$ cat src/rtl/mpbf_pkg.sv
// Shared constants, types and codes for the multi-pipe byte FIFO.
package mpbf_pkg;
	localparam int PIPE_COUNT = 64;
	localparam int PIPE_DEPTH = 4096;
	localparam int IDX_W = $clog2(PIPE_COUNT);
	localparam int PTR_W = $clog2(PIPE_DEPTH);
	localparam int CNT_W = PTR_W + 1;
	localparam int ADDR_W = IDX_W + PTR_W;
	localparam int ALLOC_PIPES = (PIPE_COUNT < 64) ? PIPE_COUNT : 64;
	localparam logic [12:0] COUNT_MAX = 13'd8191;

	localparam logic [1:0] CMD_CREATE = 2'd0;
	localparam logic [1:0] CMD_WRITE = 2'd1;
	localparam logic [1:0] CMD_READ = 2'd2;
	localparam logic [1:0] CMD_CLOSE = 2'd3;

	localparam logic [2:0] ST_OK = 3'd0;
	localparam logic [2:0] ST_INVALID = 3'd1;
	localparam logic [2:0] ST_BUSY = 3'd2;
	localparam logic [2:0] ST_EMPTY = 3'd3;
	localparam logic [2:0] ST_EOF = 3'd4;

	// request as queued between front and back
	typedef struct packed {
		logic [1:0] cmd;
		logic [6:0] handle;
		logic [7:0] byte_in;
		logic       last_byte;
	} req_t;

	typedef struct packed {
		logic [2:0]  status;
		logic [7:0]  byte_out;
		logic [6:0]  read_handle;
		logic [6:0]  write_handle;
		logic [12:0] moved_count;
	} rsp_t;
endpackage

$ cat src/rtl/mpbf_req_queue.sv
// Two-entry request queue between the front end and the pipe engine.
module mpbf_req_queue (
	input  logic            clk,
	input  logic            arst_n,
	input  logic            in_valid,
	output logic            in_ready,
	input  mpbf_pkg::req_t  in_req,
	output logic            out_valid,
	input  logic            out_ready,
	output mpbf_pkg::req_t  out_req
);
	mpbf_pkg::req_t mem_q [2];
	logic wr_q, rd_q;
	logic [1:0] cnt_q;
	logic push, pop;

	assign in_ready = (cnt_q != 2'd2);
	assign out_valid = (cnt_q != 2'd0);
	assign out_req = mem_q[rd_q];
	assign push = in_valid && in_ready;
	assign pop = out_valid && out_ready;

	always_ff @(posedge clk) begin
		if (push) mem_q[wr_q] <= in_req;
	end

	always_ff @(posedge clk or negedge arst_n) begin
		if (!arst_n) begin
			wr_q <= 1'b0;
			rd_q <= 1'b0;
			cnt_q <= 2'd0;
		end else begin
			if (push) wr_q <= ~wr_q;
			if (pop) rd_q <= ~rd_q;
			cnt_q <= cnt_q + {1'b0, push} - {1'b0, pop};
		end
	end
endmodule

$ cat config.mk
export PLATFORM = sky130hd
export DESIGN_NAME = mpbf_req_queue
export DESIGN_NICKNAME = d
export VERILOG_FILES = /design/src/rtl/mpbf_pkg.sv /design/src/rtl/mpbf_req_queue.sv
export SDC_FILE = /design/constraint.sdc
export NUM_CORES = 1
export LEC_CHECK = 0
export ABC_AREA = 1
export BUFFER_PORTS_ARGS = -buffer_cell sky130_fd_sc_hd__buf_2
export CORE_ASPECT_RATIO = 2
export CORE_MARGIN = 8
export CORE_UTILIZATION = 54
export DETAILED_ROUTE_END_ITERATION = 16
export HOLD_SLACK_MARGIN = 0.02
export PLACE_DENSITY = 0.81
export SLEW_MARGIN = 40
export SYNTH_ARGS = -nofsm -noshare
export SYNTH_HDL_FRONTEND = slang
export SYNTH_SLANG_ARGS = --single-unit
$ cat constraint.sdc
create_clock -name clk -period 3.12 [get_ports clk]
set_input_delay 0.312 -clock clk [delete_from_list [all_inputs] [get_ports clk]]
set_output_delay 0.312 -clock clk [all_outputs]
set_load 0.05 [all_outputs]
**After elaboration in Yosys (flattened, before gate mapping)**

Memories as Yosys holds them, arrays and structs flattened.
Cells that the tools add are included.

- $add $sub $neg: 2
- Equality and inequality tests: 1
- Muxes and demuxes: 2
- Bitwise operators: 2
- Reductions and logical operators: 3

Operators by type and width:

| operator | count |
|---|---|
| $add 2x1->2 | 1 |
| $logic_and 1x1->1 | 2 |
| $mux 1 | 2 |
| $ne 2x2->1 const B | 1 |
| $not 1->1 | 2 |
| $reduce_bool 2->1 | 1 |
| $sub 2x1->2 | 1 |

- Flip-flop bits (word level): 4
- RAM bits: 36
- Bits of input ports: 22
- Output and inout bits: 20
- Memories: 1

Memories:

| name | words | width | read ports | clocked after memory_dff | wr ports | RTL line | source |
|---|---|---|---|---|---|---|---|
| mem_q | 2 | 18 | 1 | 0 | 1 | mpbf_req_queue.sv:12 | `mpbf_pkg::req_t mem_q [2];` |

**Longest topological paths before layout**

- Depth in word-level cells: 4
- Mapped depth: 10
- Depth with buffers taken out: 10

**Least setup slack after synthesis**

Ideal clock, no wire load.

- Path type: reg2reg
- Start point: register cnt_q[1]
- End point: memory mem_q[1][0] (netlist name), enable pin
- Setup time: 0.393 ns
- Data arrival time: 1.727 ns
- Required time: 2.727 ns
- Slack: 1.000 ns
- Cell stages (with the launch flop): 4
- Buffers on the path: 0
- Period minus slack after synthesis: 2.120 ns
- Path through: dfrtp_1 nand2_1 nand2_1 nor2_1

- Word-level cells in the longest chain between the ends: 4

Ends and longest elaborated chain:

| what | RTL line | source |
|---|---|---|
| from (decl) | mpbf_req_queue.sv:14 | `logic [1:0] cnt_q;` |
| from (signal assigned) | mpbf_req_queue.sv:35 | `cnt_q <= cnt_q + {1'b0, push} - {1'b0, pop};` |
| $ne 2x2->1 | mpbf_req_queue.sv:17 | `assign in_ready = (cnt_q != 2'd2);` |
| named net in_ready | mpbf_req_queue.sv:6 | `output logic in_ready,` |
| $logic_and 1x1->1 | mpbf_req_queue.sv:20 | `assign push = in_valid && in_ready;` |
| $mux 1 | mpbf_req_queue.sv:24 | `if (push) mem_q[wr_q] <= in_req;` |
| $mux 1 (implied by the code) | mpbf_req_queue.sv:24 |  |
| to (decl) | mpbf_req_queue.sv:12 |  |

The timed path passes the listed nets, and every way through them passes these cells.

==> out/metrics.json <==
{
  "post-place-cells": {"value": 194},
  "cts.sink_count": {"value": 40},
  "root_buffer": {"value": "sky130_fd_sc_hd__clkbuf_8"},
  "finalWorstPathRequiredPeriod": {"value": 1.89, "unit": "ns"},
  "critical_path.top_delay_family": {"value": "buffers and inverters"},
  "maximum_resistive_drop_on_vdd": {"value": 0.724, "unit": "mV"},
  "numCtsBuffers": {"value": 5},
  "endpoint_required_time_on_the_critical_path": {"value": 2.81, "unit": "ns"},
  "drive_above_1_share": {"value": 0.287},
  "final.setup.tns": {"value": 0, "unit": "ns"},
  "min-delay-path-class": {"value": "input pin to flip-flop"},
  "grt_most_used_layer": {"value": "met2"},
  "clk_latency": {"value": 0.28, "unit": "ns"},
  "io_port_bufs": {"value": 41},
  "ys_seq_area_frac": {"value": 0.761},
  "hold-worst-slack": {"value": 0.217, "unit": "ns"},
  "die_width": {"value": 53.9, "unit": "um"},
  "timing.max_slew.rel_slack": {"value": 0.537},
  "timing_max_transition_violations_final": {"value": 0},
  "area_growth": {"value": 19.8, "unit": "%"},
  "io_pins": {"value": 42},
  "maxCapViolations": {"value": 0},
  "fmax": {"value": 528, "unit": "MHz"},
  "status": {"value": "finished clean"},
  "drt-pass1-iter-count": {"value": 4},
  "final_cells": {"value": 203},
  "cp_data_arrival_time": {"value": 1.58, "unit": "ns"},
  "path_clk_slew": {"value": 0.07, "unit": "ns"},
  "cp_cell_sequence": {"value": "buf_4 > inv_2 > nand2_1 > nand2_1 > buf_2"},
  "use_met1": {"value": 0.127},
  "grt_antenna_before_repair": {"value": 0},
  "min_path_cells": {"value": 1},
  "cts_tree": {"value": "done"},
  "cts_setup_buffers": {"value": 0},
  "min_to": {"value": "mem_q[0][4]"},
  "min_period_over_period": {"value": 0.607},
  "timing.critical_path.slowest_stage_cell": {"value": "sky130_fd_sc_hd__dfrtp_1"},
  "synth_largest_area_cell": {"value": "sky130_fd_sc_hd__edfxtp_1"},
  "synth_seq_cells": {"value": 40},
  "finalHoldViolations": {"value": 0},
  "critPathMostFrequentCell": {"value": "sky130_fd_sc_hd__nand2_1"},
  "powerDensity": {"value": 1130, "unit": "mW/mm^2"},
  "p_leak": {"value": 0.865, "unit": "nW"},
  "ant_nets": {"value": 0},
  "synth_warnings": {"value": 0},
  "place_congestion": {"value": 0.761},
  "grt-ovfl-total": {"value": 0},
  "critical_path_cell_count": {"value": 5},
  "dp.final_hpwl": {"value": 2.15, "unit": "mm"},
  "post_synth_num_cell_types": {"value": 12},
  "grt_max_degree": {"value": 21},
  "n_fill_cell": {"value": 210},
  "clk_path_buf_depth": {"value": 2},
  "synth.net_count": {"value": 149},
  "final_nets": {"value": 197},
  "num_rows": {"value": 27},
  "die_height": {"value": 91.8, "unit": "um"},
  "grtUsageMet3": {"value": 0.0437},
  "reg2reg_to": {"value": "mem_q[0][3]"},
  "most_frequent_cell_after_synthesis": {"value": "sky130_fd_sc_hd__nand2_1"},
  "drc": {"value": 0},
  "syn_inst": {"value": 125},
  "number_of_global_route_vias_before_repair": {"value": 1037},
  "effective_utilization_at_floorplan": {"value": 0.567},
  "timing_worst_setup_path_type": {"value": "flip-flop to output pin"},
  "crit_path_max_fanout": {"value": 20},
  "yosys-top-cells-area": {"value": "sky130_fd_sc_hd__edfxtp_1 (70%), sky130_fd_sc_hd__nand2_1 (16%), sky130_fd_sc_hd__dfrtp_1 (6.5%)"},
  "floorplan_die_area": {"value": 0.00495, "unit": "sq mm"},
  "detail_route.wl_per_cell": {"value": 14.2, "unit": "um"},
  "asyncSetResetFlopFracSynth": {"value": 0.100},
  "timing.critical_path.from_type": {"value": "flip-flop"},
  "worst_slew_pin_slew": {"value": 0.694, "unit": "ns"},
  "worst_path_bufs_invs": {"value": 3},
  "grt_pass1_wl": {"value": 4.53, "unit": "mm"},
  "netlist.area_leader.share": {"value": 0.697},
  "postLayoutCoreUtil": {"value": 0.679},
  "timing.reg2reg.worst_path_depth": {"value": 4},
  "worst_setup_path_end_kind": {"value": "output pin"},
  "synth_flop_cell": {"value": "sky130_fd_sc_hd__edfxtp_1"},
  "wl": {"value": 2.88, "unit": "mm"},
  "timing.hold.worst.start": {"value": "in_req[4]"},
  "drt_first_iter_violations": {"value": 35},
  "placeableCoreArea": {"value": 0.00274, "unit": "sq mm"},
  "crit-reg2reg-launch": {"value": "cnt_q[0]"},
  "insertedDiodeCount": {"value": 0},
  "gr-usage-met2": {"value": 0.215},
  "netlist_area": {"value": 0.00155, "unit": "sq mm"},
  "grt_setup_unrepaired": {"value": "no"},
  "fin_skew": {"value": 0.00625, "unit": "ns"},
  "report.final.setup_viol": {"value": 0},
  "detail_route.vias_per_cell": {"value": 4.96},
  "htreeDepth": {"value": 2},
  "synth.avg_cell_area": {"value": 12.4, "unit": "sq um"},
  "count_of_vias_placed_by_the_detailed_router": {"value": 1007},
  "global_route.usage.total": {"value": 0.125},
  "synth-edff-count": {"value": 36},
  "worst_path_largest_cell_delay": {"value": 0.38, "unit": "ns"},
  "reg2reg_slack": {"value": 1.56, "unit": "ns"},
  "synth.cells.most_frequent": {"value": "sky130_fd_sc_hd__nand2_1 (66), sky130_fd_sc_hd__edfxtp_1 (36), sky130_fd_sc_hd__inv_1 (8)"}
}
## worst register-to-register path, delay by kind of cell, from the launching register on
family	cells	cell delay, ns
buf+inv	2	0.59
simple gates	2	0.23
flops	1	0.36
## timing repair
action	CTS	global route
hold buffers	1	0
endpoints found under the hold margin	4	0
resized for setup	0	0
## final cells by class
type                    count  area, sq um  share of cell area
repair buffers             44          230               0.124
clock buffers               7         76.3              0.0410
multi-input cells          73          298               0.160
flip-flops and latches     40         1180               0.635
clock inverters             1         3.75             0.00202
well taps                  29         36.3              0.0195
inverters                   9         33.8              0.0182
## sequential cells by signal, indices dropped and copies added, names as in the netlist
signal / flops
mem_q: 36
cnt_q: 2
wr_q: 1
rd_q: 1
## metal layers
metal,routed length [um],vias to the layer above
li1,-,500
met1,1040,464
met2,1570,38
met3,211,5
met4,53,0
met5,0,-
## power breakdown
part	switching, mW	internal [mW]
clock	0.150	0.155
sequential	0.0384	0.738
combinational	0.808	0.204
total	0.996	1.10
## kinds of logic after synthesis
group,Yosys count,share of synthesized area
fa+ha+maj,2,0.0161
buf+inv,12,0.0468
flops,40,0.761
simple gates,71,0.176
## placed cells by master (no fill, tap or decap)
cell	Yosys	layout
sky130_fd_sc_hd__nand2_1	66	66
sky130_fd_sc_hd__buf_2	0	41
sky130_fd_sc_hd__edfxtp_1	36	36
sky130_fd_sc_hd__inv_1	8	8
sky130_fd_sc_hd__clkbuf_8	0	5
sky130_fd_sc_hd__dfrtp_1	4	4
sky130_fd_sc_hd__nand3_1	3	3
sky130_fd_sc_hd__ha_1	2	2
sky130_fd_sc_hd__clkbuf_1	0	2
sky130_fd_sc_hd__buf_4	1	2
sky130_fd_sc_hd__inv_2	1	1
sky130_fd_sc_hd__nand2_2	1	1
sky130_fd_sc_hd__nor2_1	1	1
sky130_fd_sc_hd__clkinv_1	0	1
sky130_fd_sc_hd__dlygate4sd3_1	0	1
## per-stage QoR
stage	area, sq um	total power, mW	setup WS (ns)
final	1860	2.09	1.23
after global routing	1860	2.21	1.11
after CTS	1860	2.12	1.19
after global placement	1770	1.76	1.61
after detailed placement	1770	1.81	1.50
after floorplan	1550	1.60	1.00
## how the worst max path moves through the flow
| stage | start | end | slack, ns |
|---|---|---|---|
| CTS | rd_q | out_req[5] | 1.19 |
| finish | rd_q | out_req[5] | 1.23 |
| global placement | rd_q | out_req[4] | 1.61 |
| global route | rd_q | out_req[1] | 1.11 |
| floorplan | cnt_q[1] | mem_q[1][0] | 1.00 |
| detailed placement | rd_q | out_req[5] | 1.50 |
Note: power is estimated with default switching activity, not from simulation.
